$ cat src/hdl/ppiu_pkg.sv
package ppiu_pkg;

  localparam int WORD_W     = 64;
  localparam int IDX_W      = 16;
  localparam int CODE_W     = 2;
  localparam int PAL_W      = 17;
  localparam int CNT_W      = 25;
  localparam int WID_W      = 5;
  localparam int PER_W      = 6;
  localparam int CFG_IDX_W  = 1;
  localparam int CFG_DATA_W = 25;

  // status codes
  localparam logic [CODE_W-1:0] STAT_OK         = 2'd0;
  localparam logic [CODE_W-1:0] STAT_INCOMPLETE = 2'd1;
  localparam logic [CODE_W-1:0] STAT_BAD_CFG    = 2'd2;

  // register indexes
  localparam logic [CFG_IDX_W-1:0] REG_PALETTE_SIZE = 1'd0;
  localparam logic [CFG_IDX_W-1:0] REG_TOTAL_BLOCKS = 1'd1;

  localparam logic [PAL_W-1:0] PALETTE_RESET = 17'd2;

  // one classified word, handed from the front to the back
  typedef struct packed {
    logic [WORD_W-1:0] word;
    logic              fin;
    logic              bad;
    logic [WID_W-1:0]  width;
    logic [PER_W-1:0]  per;
    logic [IDX_W-1:0]  mask;
    logic [CNT_W-1:0]  total;
  } entry_t;

  // entry width: ceil(log2(pal)), clamped to 2..16
  function automatic logic [WID_W-1:0] width_of(input logic [PAL_W-1:0] pal);
    logic [PAL_W-1:0] v;
    logic [WID_W-1:0] b;
    v = pal - 17'd1;
    b = 5'd2;
    for (int i = 0; i < PAL_W; i++) begin
      if (v[i]) begin
        b = 5'(i + 1);
      end
    end
    if (pal <= 17'd1) begin
      b = 5'd2;
    end
    if (b < 5'd2) begin
      b = 5'd2;
    end
    if (b > 5'd16) begin
      b = 5'd16;
    end
    return b;
  endfunction

  // entries per 64-bit word
  function automatic logic [PER_W-1:0] per_of(input logic [WID_W-1:0] w);
    logic [PER_W-1:0] p;
    case (w)
      5'd2:    p = 6'd32;
      5'd3:    p = 6'd21;
      5'd4:    p = 6'd16;
      5'd5:    p = 6'd12;
      5'd6:    p = 6'd10;
      5'd7:    p = 6'd9;
      5'd8:    p = 6'd8;
      5'd9:    p = 6'd7;
      5'd10:   p = 6'd6;
      5'd11:   p = 6'd5;
      5'd12:   p = 6'd5;
      5'd13:   p = 6'd4;
      5'd14:   p = 6'd4;
      5'd15:   p = 6'd4;
      5'd16:   p = 6'd4;
      default: p = 6'd32;
    endcase
    return p;
  endfunction

endpackage

$ cat src/hdl/ppiu_in_if.sv
interface ppiu_in_if;
  import ppiu_pkg::*;

  logic              valid;
  logic              ready;
  logic [WORD_W-1:0] packed_word;
  logic              final_word;

  modport source (output valid, output packed_word, output final_word, input ready);
  modport sink   (input valid, input packed_word, input final_word, output ready);
endinterface

$ cat src/hdl/ppiu_out_if.sv
interface ppiu_out_if;
  import ppiu_pkg::*;

  logic              valid;
  logic              ready;
  logic [IDX_W-1:0]  palette_index;
  logic              is_status;
  logic [CODE_W-1:0] status_code;
  logic              last_of_run;

  modport source (output valid, output palette_index, output is_status,
                  output status_code, output last_of_run, input ready);
  modport sink   (input valid, input palette_index, input is_status,
                  input status_code, input last_of_run, output ready);
endinterface

$ cat src/hdl/ppiu_cfg_if.sv
interface ppiu_cfg_if;
  import ppiu_pkg::*;

  logic                  valid;
  logic                  ready;
  logic [CFG_IDX_W-1:0]  index;
  logic [CFG_DATA_W-1:0] data;

  modport source (output valid, output index, output data, input ready);
  modport sink   (input valid, input index, input data, output ready);
endinterface

$ cat src/hdl/ppiu_front.sv
module ppiu_front #(
  parameter int MAX_BLOCKS = 16777216
) (
  input  logic                      clk,
  input  logic                      rst_n,
  ppiu_in_if.sink                   in_ch,
  input  logic [ppiu_pkg::PAL_W-1:0] palette_size,
  input  logic [ppiu_pkg::CNT_W-1:0] total_blocks,
  input  logic                      push_ready,
  output logic                      push_valid,
  output ppiu_pkg::entry_t          push_entry
);
  import ppiu_pkg::*;

  localparam logic [30:0] MaxB = 31'(MAX_BLOCKS);

  logic             valid_r;
  entry_t           entry_r;
  entry_t           entry_nxt;
  logic [CNT_W-1:0] total_eff;
  logic [WID_W-1:0] width;
  logic [16:0]      mask_full;
  logic             accept;

  assign in_ch.ready = !valid_r || push_ready;
  assign accept      = in_ch.valid && in_ch.ready;
  assign push_valid  = valid_r;
  assign push_entry  = entry_r;

  always_comb begin
    // saturate the total; a bound beyond the register range never hits
    if ({6'd0, total_blocks} > MaxB) begin
      total_eff = MaxB[CNT_W-1:0];
    end else begin
      total_eff = total_blocks;
    end
    width     = width_of(palette_size);
    mask_full = (17'd1 << width) - 17'd1;

    entry_nxt.fin   = in_ch.final_word;
    entry_nxt.bad   = (total_eff == '0) || (palette_size == '0);
    entry_nxt.width = width;
    entry_nxt.per   = per_of(width);
    entry_nxt.mask  = mask_full[IDX_W-1:0];
    entry_nxt.total = total_eff;
    // single-entry palette reads as all zeros
    entry_nxt.word  = (palette_size == 17'd1) ? '0 : in_ch.packed_word;
  end

  always_ff @(posedge clk) begin
    if (!rst_n) begin
      valid_r <= 1'b0;
    end else if (accept) begin
      valid_r <= 1'b1;
    end else if (push_ready) begin
      valid_r <= 1'b0;
    end
  end

  always_ff @(posedge clk) begin
    if (accept) begin
      entry_r <= entry_nxt;
    end
  end

endmodule

$ cat src/hdl/ppiu_fifo.sv
module ppiu_fifo (
  input  logic             clk,
  input  logic             rst_n,
  input  logic             push_valid,
  input  ppiu_pkg::entry_t push_entry,
  output logic             push_ready,
  input  logic             pop,
  output logic             pop_valid,
  output ppiu_pkg::entry_t pop_entry
);
  import ppiu_pkg::*;

  entry_t     mem_r [2];
  logic       wr_ptr_r;
  logic       rd_ptr_r;
  logic [1:0] count_r;
  logic       do_push;
  logic       do_pop;

  assign push_ready = (count_r != 2'd2);
  assign pop_valid  = (count_r != 2'd0);
  assign pop_entry  = mem_r[rd_ptr_r];
  assign do_push    = push_valid && push_ready;
  assign do_pop     = pop && pop_valid;

  always_ff @(posedge clk) begin
    if (!rst_n) begin
      wr_ptr_r <= 1'b0;
      rd_ptr_r <= 1'b0;
      count_r  <= 2'd0;
    end else begin
      if (do_push) begin
        wr_ptr_r <= !wr_ptr_r;
      end
      if (do_pop) begin
        rd_ptr_r <= !rd_ptr_r;
      end
      case ({do_push, do_pop})
        2'b10:   count_r <= count_r + 2'd1;
        2'b01:   count_r <= count_r - 2'd1;
        default: count_r <= count_r;
      endcase
    end
  end

  always_ff @(posedge clk) begin
    if (do_push) begin
      mem_r[wr_ptr_r] <= push_entry;
    end
  end

endmodule

$ cat src/hdl/ppiu_back.sv
module ppiu_back (
  input  logic             clk,
  input  logic             rst_n,
  input  logic             fifo_valid,
  input  ppiu_pkg::entry_t fifo_entry,
  output logic             fifo_pop,
  ppiu_out_if.source       out_ch
);
  import ppiu_pkg::*;

  typedef enum logic [1:0] {
    S_IDLE = 2'b01,
    S_RUN  = 2'b10
  } state_t;

  state_t            state_r, state_nxt;
  logic [WORD_W-1:0] word_r, word_nxt;
  logic              fin_r;
  logic              bad_r;
  logic [WID_W-1:0]  width_r;
  logic [IDX_W-1:0]  mask_r;
  logic [CNT_W-1:0]  total_r;
  logic [PER_W-1:0]  rem_r, rem_nxt;
  logic [CNT_W-1:0]  cnt_r, cnt_nxt;

  logic              out_valid_r, out_valid_nxt;
  logic [IDX_W-1:0]  idx_r, idx_nxt;
  logic              is_status_r, is_status_nxt;
  logic [CODE_W-1:0] code_r, code_nxt;
  logic              last_r, last_nxt;

  logic              slot_free;
  logic              more;
  logic              more_after;
  logic [CNT_W:0]    cnt_inc;
  logic              emit;

  assign fifo_pop  = (state_r == S_IDLE) && fifo_valid;
  assign slot_free = !out_valid_r || out_ch.ready;
  assign cnt_inc   = {1'b0, cnt_r} + 26'd1;
  assign more      = !bad_r && (rem_r != '0) && (cnt_r < total_r);
  assign more_after = (rem_r > 6'd1) && (cnt_inc < {1'b0, total_r});

  assign out_ch.valid         = out_valid_r;
  assign out_ch.palette_index = idx_r;
  assign out_ch.is_status     = is_status_r;
  assign out_ch.status_code   = code_r;
  assign out_ch.last_of_run   = last_r;

  always_comb begin
    state_nxt     = state_r;
    word_nxt      = word_r;
    rem_nxt       = rem_r;
    cnt_nxt       = cnt_r;
    emit          = 1'b0;
    idx_nxt       = idx_r;
    is_status_nxt = is_status_r;
    code_nxt      = code_r;
    last_nxt      = last_r;

    unique case (state_r)
      S_IDLE: begin
        if (fifo_valid) begin
          state_nxt = S_RUN;
          word_nxt  = fifo_entry.word;
          rem_nxt   = fifo_entry.per;
        end
      end
      S_RUN: begin
        if (slot_free) begin
          if (more) begin
            emit          = 1'b1;
            idx_nxt       = word_r[IDX_W-1:0] & mask_r;
            is_status_nxt = 1'b0;
            code_nxt      = STAT_OK;
            last_nxt      = !more_after && !fin_r;
            word_nxt      = word_r >> width_r;
            rem_nxt       = rem_r - 6'd1;
            cnt_nxt       = cnt_inc[CNT_W-1:0];
            if (!more_after && !fin_r) begin
              state_nxt = S_IDLE;
            end
          end else if (fin_r) begin
            emit          = 1'b1;
            idx_nxt       = '0;
            is_status_nxt = 1'b1;
            last_nxt      = 1'b1;
            if (bad_r) begin
              code_nxt = STAT_BAD_CFG;
            end else if (cnt_r == total_r) begin
              code_nxt = STAT_OK;
            end else begin
              code_nxt = STAT_INCOMPLETE;
            end
            cnt_nxt   = '0;
            state_nxt = S_IDLE;
          end else begin
            // count already reached or config bad, and not final: word gives nothing
            state_nxt = S_IDLE;
          end
        end
      end
      default: state_nxt = S_IDLE;
    endcase

    if (emit) begin
      out_valid_nxt = 1'b1;
    end else if (out_ch.ready) begin
      out_valid_nxt = 1'b0;
    end else begin
      out_valid_nxt = out_valid_r;
    end
  end

  always_ff @(posedge clk) begin
    if (!rst_n) begin
      state_r     <= S_IDLE;
      cnt_r       <= '0;
      out_valid_r <= 1'b0;
    end else begin
      state_r     <= state_nxt;
      cnt_r       <= cnt_nxt;
      out_valid_r <= out_valid_nxt;
    end
  end

  always_ff @(posedge clk) begin
    word_r      <= word_nxt;
    rem_r       <= rem_nxt;
    idx_r       <= idx_nxt;
    is_status_r <= is_status_nxt;
    code_r      <= code_nxt;
    last_r      <= last_nxt;
    if (fifo_pop) begin
      fin_r   <= fifo_entry.fin;
      bad_r   <= fifo_entry.bad;
      width_r <= fifo_entry.width;
      mask_r  <= fifo_entry.mask;
      total_r <= fifo_entry.total;
    end
  end

endmodule

$ cat src/hdl/packed_palette_index_unpacker.sv
// channel  | port    | direction | payload
// ---------+---------+-----------+---------------------------------------------------
// input    | in_ch   | sink      | packed_word[63:0], final_word
// result   | out_ch  | source    | palette_index[15:0], is_status, status_code[1:0],
//          |         |           | last_of_run
// config   | cfg_ch  | sink      | index[0] (0 palette_size, 1 total_blocks), data[24:0]
//
// a word is held in the front register, then in the two-entry queue; the back loads it
// in its idle state and then gives one result per cycle while the output is not stalled
// (up to 33 results, or none); the back's one-result-per-cycle unpacker sets the rate
// synchronous active-low reset: palette_size 2, total_blocks 0, decoded count 0
// a stalled output holds the back; the front register and a two-entry queue keep
// taking up to three words meanwhile; config writes are always taken
module packed_palette_index_unpacker #(
  parameter int MAX_BLOCKS = 16777216
) (
  input  logic        clk,
  input  logic        rst_n,
  ppiu_in_if.sink     in_ch,
  ppiu_out_if.source  out_ch,
  ppiu_cfg_if.sink    cfg_ch
);
  import ppiu_pkg::*;

  logic [PAL_W-1:0] palette_size_r;
  logic [CNT_W-1:0] total_blocks_r;

  logic             push_valid;
  logic             push_ready;
  entry_t           push_entry;
  logic             pop;
  logic             pop_valid;
  entry_t           pop_entry;

  assign cfg_ch.ready = 1'b1;

  always_ff @(posedge clk) begin
    if (!rst_n) begin
      palette_size_r <= PALETTE_RESET;
      total_blocks_r <= '0;
    end else if (cfg_ch.valid) begin
      case (cfg_ch.index)
        REG_PALETTE_SIZE: palette_size_r <= cfg_ch.data[PAL_W-1:0];
        REG_TOTAL_BLOCKS: total_blocks_r <= cfg_ch.data[CNT_W-1:0];
        default: ;
      endcase
    end
  end

  ppiu_front #(
    .MAX_BLOCKS (MAX_BLOCKS)
  ) u_front (
    .clk          (clk),
    .rst_n        (rst_n),
    .in_ch        (in_ch),
    .palette_size (palette_size_r),
    .total_blocks (total_blocks_r),
    .push_ready   (push_ready),
    .push_valid   (push_valid),
    .push_entry   (push_entry)
  );

  ppiu_fifo u_fifo (
    .clk        (clk),
    .rst_n      (rst_n),
    .push_valid (push_valid),
    .push_entry (push_entry),
    .push_ready (push_ready),
    .pop        (pop),
    .pop_valid  (pop_valid),
    .pop_entry  (pop_entry)
  );

  ppiu_back u_back (
    .clk        (clk),
    .rst_n      (rst_n),
    .fifo_valid (pop_valid),
    .fifo_entry (pop_entry),
    .fifo_pop   (pop),
    .out_ch     (out_ch)
  );

endmodule

$ cat src/flat_wrapper.sv
// flat-port wrapper written by rule: the top's interface ports become plain ports
module packed_palette_index_unpacker_flat import ppiu_pkg::*;
#(
  parameter int MAX_BLOCKS = 16777216
)
  (clk, rst_n, in_ch_valid, in_ch_packed_word, in_ch_final_word, in_ch_ready, out_ch_valid, out_ch_palette_index, out_ch_is_status, out_ch_status_code, out_ch_last_of_run, out_ch_ready, cfg_ch_valid, cfg_ch_index, cfg_ch_data, cfg_ch_ready);
  ppiu_in_if in_ch_i ();
  ppiu_out_if out_ch_i ();
  ppiu_cfg_if cfg_ch_i ();
  input  logic clk;
  input  logic rst_n;
  input wire logic [$bits(in_ch_i.valid)-1:0] in_ch_valid;
  input wire logic [$bits(in_ch_i.packed_word)-1:0] in_ch_packed_word;
  input wire logic [$bits(in_ch_i.final_word)-1:0] in_ch_final_word;
  output wire logic [$bits(in_ch_i.ready)-1:0] in_ch_ready;
  output wire logic [$bits(out_ch_i.valid)-1:0] out_ch_valid;
  output wire logic [$bits(out_ch_i.palette_index)-1:0] out_ch_palette_index;
  output wire logic [$bits(out_ch_i.is_status)-1:0] out_ch_is_status;
  output wire logic [$bits(out_ch_i.status_code)-1:0] out_ch_status_code;
  output wire logic [$bits(out_ch_i.last_of_run)-1:0] out_ch_last_of_run;
  input wire logic [$bits(out_ch_i.ready)-1:0] out_ch_ready;
  input wire logic [$bits(cfg_ch_i.valid)-1:0] cfg_ch_valid;
  input wire logic [$bits(cfg_ch_i.index)-1:0] cfg_ch_index;
  input wire logic [$bits(cfg_ch_i.data)-1:0] cfg_ch_data;
  output wire logic [$bits(cfg_ch_i.ready)-1:0] cfg_ch_ready;
  assign in_ch_i.valid = in_ch_valid;
  assign in_ch_i.packed_word = in_ch_packed_word;
  assign in_ch_i.final_word = in_ch_final_word;
  assign in_ch_ready = in_ch_i.ready;
  assign out_ch_valid = out_ch_i.valid;
  assign out_ch_palette_index = out_ch_i.palette_index;
  assign out_ch_is_status = out_ch_i.is_status;
  assign out_ch_status_code = out_ch_i.status_code;
  assign out_ch_last_of_run = out_ch_i.last_of_run;
  assign out_ch_i.ready = out_ch_ready;
  assign cfg_ch_i.valid = cfg_ch_valid;
  assign cfg_ch_i.index = cfg_ch_index;
  assign cfg_ch_i.data = cfg_ch_data;
  assign cfg_ch_ready = cfg_ch_i.ready;
  packed_palette_index_unpacker #(.MAX_BLOCKS(MAX_BLOCKS)) u_core (.clk(clk), .rst_n(rst_n), .in_ch(in_ch_i), .out_ch(out_ch_i), .cfg_ch(cfg_ch_i));
endmodule
$ cat config.mk
export PLATFORM = sky130hd
export DESIGN_NAME = packed_palette_index_unpacker_flat
export DESIGN_NICKNAME = d
export VERILOG_FILES = /design/src/hdl/ppiu_pkg.sv /design/src/hdl/ppiu_in_if.sv /design/src/hdl/ppiu_out_if.sv /design/src/hdl/ppiu_cfg_if.sv /design/src/hdl/ppiu_front.sv /design/src/hdl/ppiu_fifo.sv /design/src/hdl/ppiu_back.sv /design/src/hdl/packed_palette_index_unpacker.sv /design/src/flat_wrapper.sv
export SDC_FILE = /design/constraint.sdc
export NUM_CORES = 1
export LEC_CHECK = 0
export BUFFER_PORTS_ARGS = -buffer_cell sky130_fd_sc_hd__buf_2
export CAP_MARGIN = 15
export CORE_ASPECT_RATIO = 0.75
export CORE_MARGIN = 1
export CORE_UTILIZATION = 55
export DETAILED_ROUTE_END_ITERATION = 10
export HOLD_SLACK_MARGIN = 0.03
export PLACE_DENSITY = 0.72
export SETUP_SLACK_MARGIN = 0.3
export SLEW_MARGIN = 0
export SYNTH_ARGS = -nofsm -noshare
export SYNTH_HDL_FRONTEND = slang
export SYNTH_SLANG_ARGS = --single-unit
export TNS_END_PERCENT = 1
$ cat constraint.sdc
create_clock -name clk -period 12.19 [get_ports clk]
set_clock_uncertainty 0.05 [all_clocks]
set_input_delay 1.8285 -clock clk [delete_from_list [all_inputs] [get_ports clk]]
set_output_delay 1.8285 -clock clk [all_outputs]
set_load 0.01 [all_outputs]
==> results.tsv, run 1 <==
metric	value	unit
status	completed	
antenna_found_initial	3	
antenna_left	0	
viasPerCell	6.01	
power_frac_seq	0.413	
startpoint_type	register	
numPortBuffers	117	
synth_edf_count	492	
clk_path_buf_depth	3	
cp.depth	14	
gp_congestion	0.923	
ctsHoldBuffers	0	
clock_sinks	568	
cts-root-buf	clkbuf_16	
postSynthRegisterBits	568	
cp_common_cell	nand4_1	
drtPass1Iterations	6	
drc	0	
setup_tns	0	ns
hold_depth	0	
cp.arrival	5.39	ns
maxCapViolCount	0	
wire_per_inst	21.9	µm
final_area	0.0293	mm²
path_delay_family	simple AND/OR/NAND/NOR gates	
initialDrtViolationCount	1908	
swShare	0.346	
clock.fmax	201	MHz
die_y	192	µm
period_minus_slack	4.98	ns
critical_path.slowest_cell	nor3_1	
hold_end	u_core.u_fifo.mem_r[1][109]	
drive_gt1_frac	0.194	
ys_seq_area_frac	0.614	
clk_pin_slew_worst_paths	0.06	ns
layout.cells.non_filler	2719	
worstPathMaxFanout	12	
rows	69	
grt_max_degree	71	
seq_area	0.0163	mm²
synthToLayoutAreaGrowth	10.5	%
total_power	6.92	mW
grt_usage	0.243	
grt_pass1_vias	15500	
cts-buffers-inserted	53	
postCtsSetupBuffers	0	
hold_ws	0.394	ns
hold_class	register to register	
reg2reg_slack	7.21	ns
cts_tree	yes	
pin_count	119	
nets	2194	
mostFrequentLayoutCell	edfxtp_1	
cp.required	12.59	ns
fp.dieW	256	µm
start_util	0.559	
dieArea	0.0491	mm²
place_inst	2621	
syn_nets	2121	
place_area	0.0276	mm²
crit_path_cell_trace	nor3_1 -> nand4_1 -> xnor2_1 -> nor2_2 -> nand2_4 -> nand2_1 -> o31ai_2 -> ha_1 -> nand4_1 -> nor4_2 -> a41oi_2 -> o211a_4 -> a41o_1 -> a211oi_2	
ir_drop	0.132	mV
critPathMaxStageDelay	0.66	ns
r2r_start	u_core.palette_size_r[9]	
vias	16300	
clockPowerShare	0.235	
wirelength	59600	µm
syn_avg_cell_area	13.5	µm²
synth_cells	1964	
grt_pass1_wl	91000	µm
power.leakage	10.6	nW
most-common-layout-cells	492 x edfxtp_1, 203 x nand2_1, 145 x mux2i_1	
fillCellCount	3636	
syn_area	0.0265	mm²
h-tree-depth	2	
finalCritPeriodShare	0.409	
tightest_slew	1.04	ns
internal_power	4.53	mW
gr-total-overflow	0	
combPwrFrac	0.353	
path_buf_inv	0	
powerDensity	236	mW/mm²
reg2reg_to	u_core.u_front.push_entry[35]	
async_reset_ff_frac	0	
insertion_delay	0.61	ns
min-delay-start	u_core.u_front.push_entry[109]	
setup_violations	0	
slew_viol_final	0	
synth_warnings	0	
rsz0062_at_grt	no	
multi_input_area	0.00961	mm²
antenna_cells	0	
p_sw	2.39	mW
cts_resized	0	
ys_types	79	
synth_top_flop_cell	edfxtp_1	
worstSetupPathType	register to register	
place_hpwl	40600	µm
hold_viol	0	
r2r_cells	14	
slew-limit-headroom	0.307	
core_area	0.0475	mm²
end_kind	register	
[layer usage]
metal,part of all wire,vias up,GRT usage,wire length (µm)
li1,-,7577,-,-
met1,0.49,8046,0.395,29400
met2,0.40,647,0.325,23800
met3,0.096,59,0.0631,5730
met4,0.010,2,0.0389,626
met5,0.0021,-,0.0188,126
[area by class of cell]
class,instances,area share
Timing Repair Buffer,137,0.0251
Clock buffer,66,0.0476
Sequential cell,568,0.556
Inverter,47,0.00602
Tap cell,639,0.0273
Clock inverter,32,0.0101
Multi-Input combinational cell,1230,0.328
[power by group through the flow]
stage	clock [mW]	sequential [mW]	combinational, mW
2_1_floorplan	0	2.80	1.76
3_3_place_gp	0	2.86	2.37
3_5_place_dp	0	2.88	2.39
4_1_cts	1.66	2.85	2.41
5_1_grt	1.73	2.89	2.61
6_report	1.62	2.85	2.44
[kinds of logic after synthesis]
logic type / Yosys count / share of synthesized area
muxes: 300 / 0.147
and+or+nand+nor: 511 / 0.0970
buffers and inverters: 166 / 0.0247
xor gates and xnor gates: 37 / 0.0122
adders and majority gates: 61 / 0.0288
AOI/OAI and AO/OA: 320 / 0.0755
other: 1 / 0.000141
DFF: 568 / 0.614
[flip-flops by register name, indices dropped and copies added (netlist names), 2 cells and up, named ones only]
register,flops
u_core.u_back.out_ch.status_code,2
u_core.u_back.out_ch.palette_index,16
u_core.palette_size_r,17
u_core.u_back.rem_r,6
u_core.u_back.mask_r,16
u_core.u_fifo.count_r,2
u_core.u_back.state_r,2
u_core.u_front.push_entry,118
u_core.u_back.width_r,5
u_core.u_fifo.mem_r,236
u_core.u_back.total_r,25
u_core.u_back.cnt_r,25
u_core.u_back.word_r,64
u_core.total_blocks_r,25
[worst max-delay path by stage]
stage                             startpoint                             to  slack (ns)
global route        u_core.palette_size_r[1]  u_core.u_front.push_entry[35]        6.67
finish              u_core.palette_size_r[9]  u_core.u_front.push_entry[35]        7.21
global placement    u_core.palette_size_r[0]  u_core.u_front.push_entry[35]        7.40
floorplan           u_core.u_fifo.count_r[0]        u_core.u_back.word_r[0]        5.73
CTS                 u_core.palette_size_r[0]  u_core.u_front.push_entry[35]        7.20
detailed placement  u_core.palette_size_r[0]  u_core.u_front.push_entry[35]        7.23
[synth_stat cells, drive strengths merged, types with 32 or more instances]
| master | instances | area [µm²] |
|---|---|---|
| a21oi | 94 | 474 |
| clkbuf | 87 | 327 |
| mux2 | 92 | 1040 |
| ha | 61 | 763 |
| mux4 | 63 | 1420 |
| buf | 32 | 151 |
| nand3 | 32 | 165 |
| mux2i | 145 | 1450 |
| o21ai | 94 | 474 |
| inv | 47 | 176 |
| nor2 | 56 | 213 |
| dfxtp | 76 | 1520 |
| nand2 | 204 | 773 |
| edfxtp | 492 | 14800 |
| nor2b | 83 | 519 |
[stage by stage]
stage	util	setup WS, ns
2_1_floorplan	-	5.73
4_1_cts	0.617	7.20
5_1_grt	0.617	6.67
6_report	0.617	7.21
3_3_place_gp	0.582	7.40
3_5_place_dp	0.582	7.23
Power figures use the tool's default switching activity.
==> run 2, diff against run 1 <==
- ABC_AREA: default -> 1
- clock period: 12.19 -> 4.7 ns (I/O delays scaled with it)
==> run 2 against run 1 <==
  * Sequential share of layout area shrank 0.15 points
  * Largest cell class unchanged
  * Worst hold slack lost 0.18 ns
  * Synthesized area shrank 0.52%
  * Largest power group unchanged
  * Wire length grew 15%
  * Worst setup slack lost 6.4 ns
  * Maximum frequency grew 27%
  * Final cell count grew 24%
==> results.tsv, run 2 <==
metric	value	unit
drc	0	
startpoint_type	register	
layout.cells.non_filler	3370	
viasPerCell	5.68	
slew_viol_final	0	
power.leakage	12.2	nW
synth.most_common_cell	nand2_1	
wirelength	68600	µm
worstPathMaxFanout	12	
cp_common_cell	nand2_1	
place_hpwl	47100	µm
cts-root-buf	clkbuf_16	
cts-buffers-inserted	54	
nets	2843	
synth_warnings	0	
pin_count	119	
place_area	0.0276	mm²
drtPass1Iterations	6	
drive_gt1_frac	0.110	
antenna_left	0	
syn_area	0.0264	mm²
ys_types	54	
insertion_delay	0.62	ns
synth.area.top_cells	edfxtp_1 56%, nand2_1 9.2%, dfxtp_1 5.8%	
most-common-layout-cells	650 x nand2_1, 492 x edfxtp_1, 243 x inv_1	
syn_nets	2760	
ys_seq_area_frac	0.618	
cts_tree	yes	
gp_congestion	0.958	
clk_pin_slew_worst_paths	0.06	ns
vias	19100	
powerDensity	639	mW/mm²
antenna_found_initial	1	
syn_avg_cell_area	10.1	µm²
wire_per_inst	20.4	µm
clock.fmax	254	MHz
synth_top_flop_cell	edfxtp_1	
clk_path_buf_depth	3	
postSynthRegisterBits	568	
cts_resized	0	
period_minus_slack	3.94	ns
initialDrtViolationCount	2372	
clock_sinks	568	
end_kind	register	
rsz0062_at_grt	no	
synth_cells	2603	
setup_violations	0	
rows	69	
grt_pass1_vias	17800	
hold_viol	0	
final_area	0.0294	mm²
path_delay_family	simple AND/OR/NAND/NOR gates	
critical_path.slowest_cell	dfxtp_1	
slew-limit-headroom	0.344	
ir_drop	0.384	mV
synthToLayoutAreaGrowth	11.4	%
cp.arrival	4.25	ns
ctsHoldBuffers	0	
grt_pass1_wl	105000	µm
postCtsSetupBuffers	0	
async_reset_ff_frac	0	
grt_max_degree	103	
total_power	18.8	mW
maxCapViolCount	0	
gr-total-overflow	0	
die_y	192	µm
numPortBuffers	117	
mostFrequentLayoutCell	nand2_1	
grt_usage	0.283	
crit_path_cell_trace	nor2_4 -> nand2_4 -> nor2_8 -> nand2_2 -> o21ai_1 -> nand2_1 -> nor2_1 -> and2_4 -> nand2_4 -> nand2_2 -> nand2_2 -> inv_2 -> nand3_1 -> nand3_1 -> inv_1 -> ha_1 -> inv_1 -> nor2_1 -> inv_1 -> nand2_1 -> nor2_2 -> nand2_1 -> o21bai_1 -> nand2_1	
largest_register	u_core.u_fifo.mem_r	
h-tree-depth	2	
largest_reg_flops	236	
core_area	0.0473	mm²
cp.required	5.01	ns
worstSetupPathType	register to register	
setup_tns	0	ns
place_inst	3269	
netlist_top_cells_count	650 x nand2_1, 492 x edfxtp_1, 247 x inv_1, 215 x o21ai_0, 213 x nor2_1	
finalCritPeriodShare	0.838	
fp.dieW	255	µm
status	completed	
hold_class	primary input to register	
start_util	0.558	
synth_top_area_share	0.560	
tightest_slew	0.981	ns
hold_ws	0.218	ns
critPathMaxStageDelay	0.35	ns
synth_edf_count	492	
yosysTopAreaCell	edfxtp_1	
dieArea	0.0489	mm²
path_buf_inv	4	
==> run 2: per-layer routing <==
metal | global-route usage | vias to the layer above | wire length (µm)
met5 | 0 | - | 0
met4 | 0.0643 | 0 | 1240
met3 | 0.0565 | 78 | 6480
met2 | 0.377 | 823 | 27200
met1 | 0.465 | 9126 | 33600
li1 | - | 9099 | -
==> run 2: logic make-up (layout without fill, tap and decap cells) <==
kind of cell	after synthesis	count (layout)	share of synthesized area
DFF	568	568	0.618
other	1	2	0.000142
xor gates and xnor gates	31	31	0.0103
buffers and inverters	383	510	0.0554
and+or+nand+nor	1052	1052	0.166
adders and majority gates	61	61	0.0289
muxes	58	58	0.0220
AOI/OAI and AO/OA	449	449	0.0990
==> run 2: area by class of cell <==
| class | instances | area, µm² |
|---|---|---|
| diodes | 1 | 2.50 |
| clock buffers | 73 | 1460 |
| clock inverters | 27 | 303 |
| fillers | 3981 | 17900 |
| inverters | 259 | 978 |
| multi-input cells | 1652 | 8650 |
| flip-flops and latches | 568 | 16300 |
| well taps | 639 | 800 |
| repair buffers | 151 | 891 |
==> run 2: worst paths after layout <==
check	from	to	slack (ns)	depth (start not counted)
max	u_core.palette_size_r[0]	u_core.u_front.push_entry[39]	0.76	24
min reg2reg	u_core.u_back.bad_r	u_core.u_back.out_ch.status_code[1]	0.39	0
min	in_ch_final_word	u_core.u_front.push_entry[53]	0.22	1
max reg2reg	u_core.palette_size_r[0]	u_core.u_front.push_entry[39]	0.76	24
==> run 2: power breakdown <==
| part | switching, mW | internal (mW) |
|---|---|---|
| sequential | 0.579 | 6.94 |
| clock | 1.93 | 2.48 |
| combinational | 5.01 | 1.86 |
==> run 2: per-stage QoR <==
step / utilization / worst slack (ns)
after floorplan: - / -1.48
after global placement: 0.584 / 0.840
after detailed placement: 0.584 / 0.783
after CTS: 0.621 / 0.765
after global routing: 0.621 / 0.398
final: 0.621 / 0.762
